$ cat src/rtl/core/i2cms_pkg.sv
// Shared types and constants for the I2C master bit sequencer.
package i2cms_pkg;

   localparam int BYTE_BITS = 8;
   localparam int PHASE_TICKS_W = 16;
   localparam int ACK_TIMEOUT_W = 8;
   localparam int CSR_DATA_W = 16;

   localparam logic [PHASE_TICKS_W-1:0] PHASE_TICKS_RESET = 16'd10;
   localparam logic [ACK_TIMEOUT_W-1:0] ACK_TIMEOUT_RESET = 8'd250;

   typedef enum logic [2:0] {
      CMD_NONE     = 3'd0,
      CMD_START    = 3'd1,
      CMD_STOP     = 3'd2,
      CMD_WRITE    = 3'd3,
      CMD_READ     = 3'd4,
      CMD_WAIT_ACK = 3'd5
   } cmd_type;

   typedef enum logic {
      CSR_PHASE_TICKS = 1'b0,
      CSR_ACK_TIMEOUT = 1'b1
   } csr_index_type;

   typedef struct packed {
      logic [PHASE_TICKS_W-1:0] phase_ticks;
      logic [ACK_TIMEOUT_W-1:0] ack_timeout;
   } cfg_type;

   typedef struct packed {
      logic                 scl_level;
      logic                 sda_level;
      logic                 sda_drive;
      logic                 busy_res;
      logic                 done_res;
      logic [BYTE_BITS-1:0] rx_byte;
      logic                 ack_failed;
   } result_type;

endpackage

$ cat src/rtl/core/i2cms_engine.sv
// Bus phase sequencer that advances the I2C master state by one tick per item.
module i2cms_engine
   import i2cms_pkg::*;
(
   input  logic                 clock,
   input  logic                 reset,
   input  logic                 step,
   input  logic [2:0]           command,
   input  logic [BYTE_BITS-1:0] tx_byte,
   input  logic                 send_ack,
   input  logic                 sda_in,
   input  cfg_type              cfg,
   output result_type           result
);

   typedef enum logic [4:0] {
      PH_IDLE     = 5'd0,
      PH_ST_A     = 5'd1,
      PH_ST_B     = 5'd2,
      PH_ST_C     = 5'd3,
      PH_SP_A     = 5'd4,
      PH_SP_B     = 5'd5,
      PH_SP_C     = 5'd6,
      PH_WR_LOW   = 5'd7,
      PH_WR_HIGH  = 5'd8,
      PH_WR_TAIL  = 5'd9,
      PH_RD_LOW   = 5'd10,
      PH_RD_HIGH  = 5'd11,
      PH_AK_LOW   = 5'd12,
      PH_AK_HIGH  = 5'd13,
      PH_WA_SETUP = 5'd14,
      PH_WA_HIGH  = 5'd15,
      PH_WA_POLL  = 5'd16
   } phase_type;

   typedef struct packed {
      phase_type                phase;
      logic [2:0]               bit_index;
      logic [PHASE_TICKS_W-1:0] timer;
      logic [BYTE_BITS-1:0]     shift;
      logic [ACK_TIMEOUT_W-1:0] wait_count;
      logic                     scl;
      logic                     sda;
      logic                     drive;
      logic [BYTE_BITS-1:0]     rx;
      logic                     ack_fail;
      logic                     ack_choice;
   } state_type;

   localparam logic [2:0] LAST_BIT = 3'(BYTE_BITS - 1);

   state_type                st_ff;
   state_type                st_in;
   logic                     done;
   logic [PHASE_TICKS_W-1:0] load;

   // Entering a phase reloads the phase timer and sets the pins for that phase.
   function automatic state_type enter_phase(state_type s, phase_type ph,
                                             logic [PHASE_TICKS_W-1:0] ld);
      state_type r;
      r = s;
      r.phase = ph;
      r.timer = ld;
      case (ph)
         PH_ST_A: begin
            r.drive = 1'b1;
            r.sda = 1'b1;
            r.scl = 1'b1;
         end
         PH_ST_B: r.sda = 1'b0;
         PH_ST_C: r.scl = 1'b0;
         PH_SP_A: begin
            r.drive = 1'b1;
            r.scl = 1'b0;
            r.sda = 1'b0;
         end
         PH_SP_B: r.scl = 1'b1;
         PH_SP_C: r.sda = 1'b1;
         PH_WR_LOW: begin
            r.drive = 1'b1;
            r.scl = 1'b0;
            r.sda = s.shift[BYTE_BITS-1];
         end
         PH_WR_HIGH: r.scl = 1'b1;
         PH_WR_TAIL: r.scl = 1'b0;
         PH_RD_LOW: begin
            r.drive = 1'b0;
            r.scl = 1'b0;
         end
         PH_RD_HIGH: r.scl = 1'b1;
         PH_AK_LOW: begin
            r.scl = 1'b0;
            r.drive = 1'b1;
            r.sda = ~s.ack_choice;
         end
         PH_AK_HIGH: r.scl = 1'b1;
         PH_WA_SETUP: begin
            r.drive = 1'b0;
            r.sda = 1'b1;
         end
         PH_WA_HIGH: r.scl = 1'b1;
         default: ;
      endcase
      return r;
   endfunction

   always_comb begin
      st_in = st_ff;
      done = 1'b0;
      load = (cfg.phase_ticks == '0) ? PHASE_TICKS_W'(1) : cfg.phase_ticks;
      case (st_ff.phase)
         PH_IDLE: begin
            case (command)
               CMD_START: st_in = enter_phase(st_in, PH_ST_A, load);
               CMD_STOP:  st_in = enter_phase(st_in, PH_SP_A, load);
               CMD_WRITE: begin
                  st_in.shift = tx_byte;
                  st_in.bit_index = '0;
                  st_in = enter_phase(st_in, PH_WR_LOW, load);
               end
               CMD_READ: begin
                  st_in.shift = '0;
                  st_in.bit_index = '0;
                  st_in.ack_choice = send_ack;
                  st_in = enter_phase(st_in, PH_RD_LOW, load);
               end
               CMD_WAIT_ACK: begin
                  st_in.wait_count = '0;
                  st_in = enter_phase(st_in, PH_WA_SETUP, load);
               end
               default: ;
            endcase
         end
         PH_WA_POLL: begin
            if (!sda_in) begin
               st_in.scl = 1'b0;
               st_in.ack_fail = 1'b0;
               st_in.phase = PH_IDLE;
               done = 1'b1;
            end else if (st_ff.wait_count >= cfg.ack_timeout) begin
               st_in.ack_fail = 1'b1;
               st_in = enter_phase(st_in, PH_SP_A, load);
            end else begin
               st_in.wait_count = st_ff.wait_count + ACK_TIMEOUT_W'(1);
            end
         end
         default: begin
            if (st_ff.timer <= PHASE_TICKS_W'(1)) begin
               st_in.timer = '0;
               case (st_ff.phase)
                  PH_ST_A:    st_in = enter_phase(st_in, PH_ST_B, load);
                  PH_ST_B:    st_in = enter_phase(st_in, PH_ST_C, load);
                  PH_SP_A:    st_in = enter_phase(st_in, PH_SP_B, load);
                  PH_SP_B:    st_in = enter_phase(st_in, PH_SP_C, load);
                  PH_WR_LOW:  st_in = enter_phase(st_in, PH_WR_HIGH, load);
                  PH_WR_HIGH: st_in = enter_phase(st_in, PH_WR_TAIL, load);
                  PH_WR_TAIL: begin
                     st_in.shift = {st_ff.shift[BYTE_BITS-2:0], 1'b0};
                     if (st_ff.bit_index >= LAST_BIT) begin
                        st_in.phase = PH_IDLE;
                        done = 1'b1;
                     end else begin
                        st_in.bit_index = st_ff.bit_index + 3'd1;
                        st_in = enter_phase(st_in, PH_WR_LOW, load);
                     end
                  end
                  PH_RD_LOW:  st_in = enter_phase(st_in, PH_RD_HIGH, load);
                  PH_RD_HIGH: begin
                     st_in.shift = {st_ff.shift[BYTE_BITS-2:0], sda_in};
                     if (st_ff.bit_index >= LAST_BIT) begin
                        st_in.rx = st_in.shift;
                        st_in = enter_phase(st_in, PH_AK_LOW, load);
                     end else begin
                        st_in.bit_index = st_ff.bit_index + 3'd1;
                        st_in = enter_phase(st_in, PH_RD_LOW, load);
                     end
                  end
                  PH_AK_LOW:  st_in = enter_phase(st_in, PH_AK_HIGH, load);
                  PH_AK_HIGH: begin
                     st_in.scl = 1'b0;
                     st_in.phase = PH_IDLE;
                     done = 1'b1;
                  end
                  PH_WA_SETUP: st_in = enter_phase(st_in, PH_WA_HIGH, load);
                  PH_WA_HIGH: begin
                     st_in.phase = PH_WA_POLL;
                     st_in.timer = '0;
                  end
                  PH_ST_C, PH_SP_C: begin
                     st_in.phase = PH_IDLE;
                     done = 1'b1;
                  end
                  default: st_in.phase = PH_IDLE;
               endcase
            end else begin
               st_in.timer = st_ff.timer - PHASE_TICKS_W'(1);
            end
         end
      endcase
   end

   always_ff @(posedge clock) begin
      if (reset) begin
         st_ff.phase      <= PH_IDLE;
         st_ff.bit_index  <= '0;
         st_ff.timer      <= '0;
         st_ff.shift      <= '0;
         st_ff.wait_count <= '0;
         st_ff.scl        <= 1'b1;
         st_ff.sda        <= 1'b1;
         st_ff.drive      <= 1'b1;
         st_ff.rx         <= '0;
         st_ff.ack_fail   <= 1'b0;
         st_ff.ack_choice <= 1'b0;
      end else if (step) begin
         st_ff <= st_in;
      end
   end

   always_comb begin
      result.scl_level  = st_in.scl;
      result.sda_level  = st_in.sda;
      result.sda_drive  = st_in.drive;
      result.busy_res   = (st_in.phase != PH_IDLE);
      result.done_res   = done;
      result.rx_byte    = st_in.rx;
      result.ack_failed = st_in.ack_fail;
   end

endmodule

$ cat src/rtl/core/i2c_master_bit_sequencer.sv
// Top level of the I2C master bit sequencer: configuration, handshakes and result register.
// The result of an item is registered and presented in the cycle after the item is accepted.
// Throughput: one item per cycle unless stalled; a tick is one combinational engine pass.
// The input is stalled only while a result is held and the result side stalls.
// Synchronous active-high reset: idle phase, SCL and SDA high and driven, counters cleared,
// phase_ticks 10, ack_timeout 250, no result pending.
module i2c_master_bit_sequencer
   import i2cms_pkg::*;
(
   input  logic                  clock,
   input  logic                  reset,
   input  logic                  req_valid,
   output logic                  req_stall,
   input  logic [2:0]            req_command,
   input  logic [BYTE_BITS-1:0]  req_tx_byte,
   input  logic                  req_send_ack,
   input  logic                  req_sda_in,
   output logic                  rsp_valid,
   input  logic                  rsp_stall,
   output logic                  rsp_scl_level,
   output logic                  rsp_sda_level,
   output logic                  rsp_sda_drive,
   output logic                  rsp_busy_res,
   output logic                  rsp_done_res,
   output logic [BYTE_BITS-1:0]  rsp_rx_byte,
   output logic                  rsp_ack_failed,
   input  logic                  csr_write,
   input  logic                  csr_index,
   input  logic [CSR_DATA_W-1:0] csr_wdata
);

   cfg_type    cfg_ff;
   result_type res_in;
   result_type res_ff;
   logic       rsp_valid_ff;
   logic       rsp_valid_in;
   logic       accept;

   assign req_stall    = rsp_valid_ff & rsp_stall;
   assign accept       = req_valid & ~req_stall;
   assign rsp_valid_in = accept | (rsp_valid_ff & rsp_stall);

   always_ff @(posedge clock) begin
      if (reset) begin
         cfg_ff.phase_ticks <= PHASE_TICKS_RESET;
         cfg_ff.ack_timeout <= ACK_TIMEOUT_RESET;
      end else if (csr_write) begin
         case (csr_index)
            CSR_PHASE_TICKS: cfg_ff.phase_ticks <= csr_wdata[PHASE_TICKS_W-1:0];
            CSR_ACK_TIMEOUT: cfg_ff.ack_timeout <= csr_wdata[ACK_TIMEOUT_W-1:0];
            default: ;
         endcase
      end
   end

   i2cms_engine u_engine (
      .clock    (clock),
      .reset    (reset),
      .step     (accept),
      .command  (req_command),
      .tx_byte  (req_tx_byte),
      .send_ack (req_send_ack),
      .sda_in   (req_sda_in),
      .cfg      (cfg_ff),
      .result   (res_in)
   );

   always_ff @(posedge clock) begin
      if (reset) begin
         rsp_valid_ff <= 1'b0;
      end else begin
         rsp_valid_ff <= rsp_valid_in;
      end
      if (accept) begin
         res_ff <= res_in;
      end
   end

   assign rsp_valid      = rsp_valid_ff;
   assign rsp_scl_level  = res_ff.scl_level;
   assign rsp_sda_level  = res_ff.sda_level;
   assign rsp_sda_drive  = res_ff.sda_drive;
   assign rsp_busy_res   = res_ff.busy_res;
   assign rsp_done_res   = res_ff.done_res;
   assign rsp_rx_byte    = res_ff.rx_byte;
   assign rsp_ack_failed = res_ff.ack_failed;

endmodule

$ cat config.mk
export PLATFORM = sky130hd
export DESIGN_NAME = i2c_master_bit_sequencer
export DESIGN_NICKNAME = d
export VERILOG_FILES = /design/src/rtl/core/i2cms_pkg.sv /design/src/rtl/core/i2cms_engine.sv /design/src/rtl/core/i2c_master_bit_sequencer.sv
export SDC_FILE = /design/constraint.sdc
export NUM_CORES = 1
export LEC_CHECK = 0
export BUFFER_PORTS_ARGS = -buffer_cell sky130_fd_sc_hd__buf_2
export CAP_MARGIN = 20
export CORE_MARGIN = 3
export CORE_UTILIZATION = 50
export DETAILED_ROUTE_END_ITERATION = 16
export GPL_ROUTABILITY_DRIVEN = 1
export GPL_TIMING_DRIVEN = 0
export PLACE_DENSITY = 0.79
export REMOVE_ABC_BUFFERS = 1
export SLEW_MARGIN = 20
export SYNTH_ARGS = -nofsm -noshare
export SYNTH_HDL_FRONTEND = slang
export SYNTH_SLANG_ARGS = --single-unit
$ cat constraint.sdc
create_clock -name clock -period 2.7 [get_ports clock]
set_clock_uncertainty 0.2 [all_clocks]
set_input_delay 0.81 -clock clock [delete_from_list [all_inputs] [get_ports clock]]
set_output_delay 0.81 -clock clock [all_outputs]
set_load 0.02 [all_outputs]
* Word-level counts from Yosys, hierarchy flattened *
Index checks and enable logic that the tools add are counted.

storage, ports and cells
  register bits = 91
  bits in latches = 0
  RAM bits = 0
  bits in read-only memories = 0
  output and inout bits = 16
  word-level logic and storage cells = 118
  memories kept = 0

cells by class
  add/subtract/negate cells = 3
  multiply operators = 0
  divide/modulo/power cells = 0
  $lt $le $gt $ge = 3
  equality and inequality tests = 34
  shift operators = 0
  multiplexer cells = 29
  bitwise gates (word level) = 11
  reductions and logical operators = 17

operator list
  operator                                               number
  one-hot mux 53 bit (5 select lines)                    1
  one-hot mux 53 bit (2 select lines)                    1
  one-hot mux 5 bit (12 select lines)                    1
  2-to-1 mux 51 bit                                      1
  2-to-1 mux 48 bit                                      1
  one-hot mux 12 bit (4 select lines)                    1
  one-hot mux 16 bit (3 select lines)                    1
  == test 5 x 4 -> 1 bit (second input constant)         8
  2-to-1 mux 35 bit                                      1
  2-to-1 mux 16 bit                                      2
  2-to-1 mux 32 bit                                      1
  one-hot mux 16 bit (2 select lines)                    1
  2-to-1 mux 29 bit                                      1
  == test 5 x 3 -> 1 bit (second input constant)         4
  <= comparator 16 x 1 -> 1 bit (second input constant)  1
  zero test 16 bit                                       1
  2-to-1 mux 8 bit                                       2
  inequality test 2 bit (second input constant)          8
  AND reduction 8 bit                                    2
  subtractor 16 x 1 -> 16 bit (second input constant)    1
  2-to-1 mux 13 bit                                      1
  == test 5 x 2 -> 1 bit (second input constant)         2
  2-to-1 mux 10 bit                                      1
  AND reduction 10 bit                                   1
  other kinds (31)                                       52

* Logic depth before layout (Yosys ltp) *
  depth in word-level cells = 7
  gate-level depth with buffers = 10

* Hierarchy *
Synthesis repeated with hierarchy kept, for this count alone.

second synthesis, totals
  cell total of the unflattened synthesis = 648
  area total of the unflattened synthesis = 5489.0 µm²

modules (own cells, without submodules)
  module                    times used  cells an instance  area an instance (µm²)
  i2cms_engine              1           531                4003.8
  i2c_master_bit_sequencer  1           117                1485.2

* Worst setup path before layout *
OpenSTA, ideal clock, no wires.

  kind = input to register
  start = in req_command[1]
  end = reg res_ff (netlist bit rsp_sda_level) (data pin)
  arrival time = 2.109 ns
  data required time = 2.238 ns
  setup slack = 0.129 ns
  stages on the path = 7
  cells stage by stage = clkbuf_1 -> inv_1 -> o21ai_0 -> or3_1 -> a2111oi_0 -> o32a_1 -> or2_2

RTL lines
  element                 line                            text
  start: declaration      i2c_master_bit_sequencer.sv:14  input logic [2:0] req_command,
  end signal: assignment  i2c_master_bit_sequencer.sv:75  res_ff <= res_in;
  end: declaration        i2c_master_bit_sequencer.sv:34  result_type res_ff;

==> flow_summary.json <==
{
  "timing.setup.critical_path_class": "register to register",
  "avgViaCountPerCell": 6.197,
  "p_clk_frac": 0.288,
  "first_pass_iters": 5,
  "die_w_um": 107.7,
  "yosys.cell_types.count": 80,
  "synth_ff_type": "dfxtp_1",
  "n_antenna_cell": 0,
  "failed_checks": "setup timing",
  "grt_pass1_vias": 4782,
  "min_path_type": "register to register",
  "async_flop_share": 0,
  "hold_violations": 0,
  "syn-instance-count": 630,
  "setup_tns_ns": -0.01847,
  "combPwrFrac": 0.278,
  "seqPwrFrac": 0.433,
  "dp_hpwl_um": 9178,
  "ys_warn_count": 0,
  "core_area_um2": 9910,
  "p_sw_frac": 0.3441,
  "io_pins": 51,
  "start_util": 0.5218,
  "p_int_mw": 2.384,
  "outcome": "finished with violations",
  "relSlewSlack": 0.4070,
  "ys_seq_elements": 91,
  "clkLatencyLatePin_ns": 0.37,
  "path_max_fanout": 9,
  "cts.clk_slew.worst_paths_ns": 0.10,
  "drv_slew": 0,
  "powerDensity_nw_per_um2": 600.2,
  "die_height_um": 107.7,
  "wl_met3_um": 967,
  "grt_start_max_net_pins": 62,
  "routedLengthMet1_um": 5789,
  "cp.required_ns": 2.62,
  "gp_congestion": 0.9098,
  "ir_worst_vdd_mv": 0.2693,
  "finish.utilization": 0.6111,
  "antenna_left": 0,
  "drv_cap": 0,
  "grt_pass1_wl_um": 22490,
  "cp.arrival_ns": 2.63,
  "cts_tree": "done",
  "syn_area_per_cell_um2": 8.208,
  "dieArea_um2": 11600,
  "total_power_mw": 3.635,
  "layout.nets": 718,
  "via_count": 5007,
  "holdWs_ns": 0.2616,
  "cts_root_buffer": "clkbuf_8",
  "drt_wl_total_um": 14180,
  "io_buffer_count": 50,
  "cp-start-kind": "register",
  "grt_overflow": 0,
  "ys_seq_area_frac": 0.3794,
  "syn_to_final_growth_pct": 17.11,
  "drc": 0,
  "endpoint_kind": "register",
  "synthesis.area_um2": 5171,
  "drt-wirelength-per-cell_um": 17.55,
  "cts_buffer_depth": 2,
  "synth_edf_count": 14,
  "htree_num_levels": 3,
  "layout-drive-gt1-share": 0.2489,
  "num_rows": 36,
  "p_leak_nw": 2.290,
  "setup_slack_ns": -0.01847,
  "place_ws_ns": -1.262,
  "cts_sinks": 91,
  "antenna_found_initial": 0,
  "setup_viol": 1,
  "wl_met2_um": 7084,
  "post-route-min-period_ns": 2.718,
  "drt_iter0_markers": 354,
  "p_switching_mw": 1.251,
  "tightest_slew_ns": 0.8877,
  "highest_layer": "met4",
  "cts_inserted_buffers": 9,
  "gr-usage-all-layers": 0.2382,
  "fmax_mhz": 367.9,
  "period_share": 1.007
}
layout make-up:
class,count,area (um^2)
clock buffers,9,123.9
flip-flops and latches,91,1979
multi-input cells,479,3198
inverters,19,75.07
clock inverters,7,97.59
well taps,133,166.4
fillers,879,3854
repair buffers,69,410.4
repair inverters,1,5.005
power groups by stage:
stage | Clock (mW) | Combinational (mW) | Sequential, mW
after floorplan | 0 | 0.600 | 1.59
after global placement | 0 | 0.821 | 1.59
after detailed placement | 0 | 0.854 | 1.59
after CTS | 1.06 | 0.901 | 1.57
after global routing | 1.11 | 1.10 | 1.59
final | 1.05 | 1.01 | 1.58
logic make-up after synthesis:
family | Yosys count | synth area share
flops | 91 | 0.3794
buf+inv | 61 | 0.05492
mux | 11 | 0.02323
simple gates | 272 | 0.2707
fa+ha+maj | 13 | 0.03145
compound gates | 169 | 0.2182
xor+xnor | 13 | 0.02202
Yosys cell counts, types with 13 or more instances:
cell      number  area (um^2)
nand2_1       95        356.6
dfxtp_1       77         1541
a21oi_1       57        285.3
nor2_1        48        180.2
nand3_1       33        165.2
o21ai_0       26        130.1
nor3_1        25        125.1
clkbuf_1      24        90.09
a211oi_1      19        142.6
inv_1         19        71.32
edfxtp_1      14        420.4
ha_1          13        162.7
routing by layer:
metal,global-route usage,up-vias
li1,-,2365
met1,0.2957,2368
met2,0.4125,236
met3,0.03839,38
met4,0.09107,0
met5,0,-
path summary, 6_finish.rpt:
check             cells past startpoint  slack [ns]           end               start
hold reg to reg                       2        0.26     cfg_ff[2]           cfg_ff[2]
setup reg to reg                      9       -0.02  rsp_busy_res  u_engine.st_ff[29]
hold / removal                        2        0.26     cfg_ff[2]           cfg_ff[2]
setup / recovery                      9       -0.02  rsp_busy_res  u_engine.st_ff[29]
layout by cell type, fill, tap and decap left out, types with 16 or more instances in the layout:
cell and count:
a211oi_1 18, a21oi_1 57, buf_2 51, dfxtp_1 63, inv_1 16, nand2_1 94
nand3_1 33, nor2_1 45, nor3_1 24, o21ai_0 25
sequential cells by signal, indices dropped and copies added, names as in the netlist:
signal	flops
rsp_sda_drive	1
cfg_ff	24
rsp_done_res	1
rsp_valid	1
rsp_rx_byte	8
u_engine.st_ff	52
rsp_sda_level	1
rsp_ack_failed	1
rsp_busy_res	1
rsp_scl_level	1
through the flow:
step	instances	cell area, um^2
6_report	808	6056
5_1_grt	808	6056
4_1_cts	800	5762
3_5_place_dp	774	5404
3_3_place_gp	771	5375
2_1_floorplan	588	4959
critical path, stage by stage, from the launching register on:
cell       delay, ns
dfxtp_1         0.36
inv_1           0.11
ha_2            0.23
nor2_1          0.09
and2b_4         0.35
nand3_4         0.17
a2bb2oi_1       0.22
a221oi_2        0.25
nand2_1         0.09
or3_1           0.38
timing repair:
item                                   in CTS  in global routing
pin swaps                                   4                 12
gates cloned                                1                  1
buffers inserted                            9                  7
setup endpoints to repair                  58                 49
hold buffers                                0                  0
endpoints found under the hold margin       0                  0
gates resized for setup                    19                 45
(Power assumes the default switching activity.)
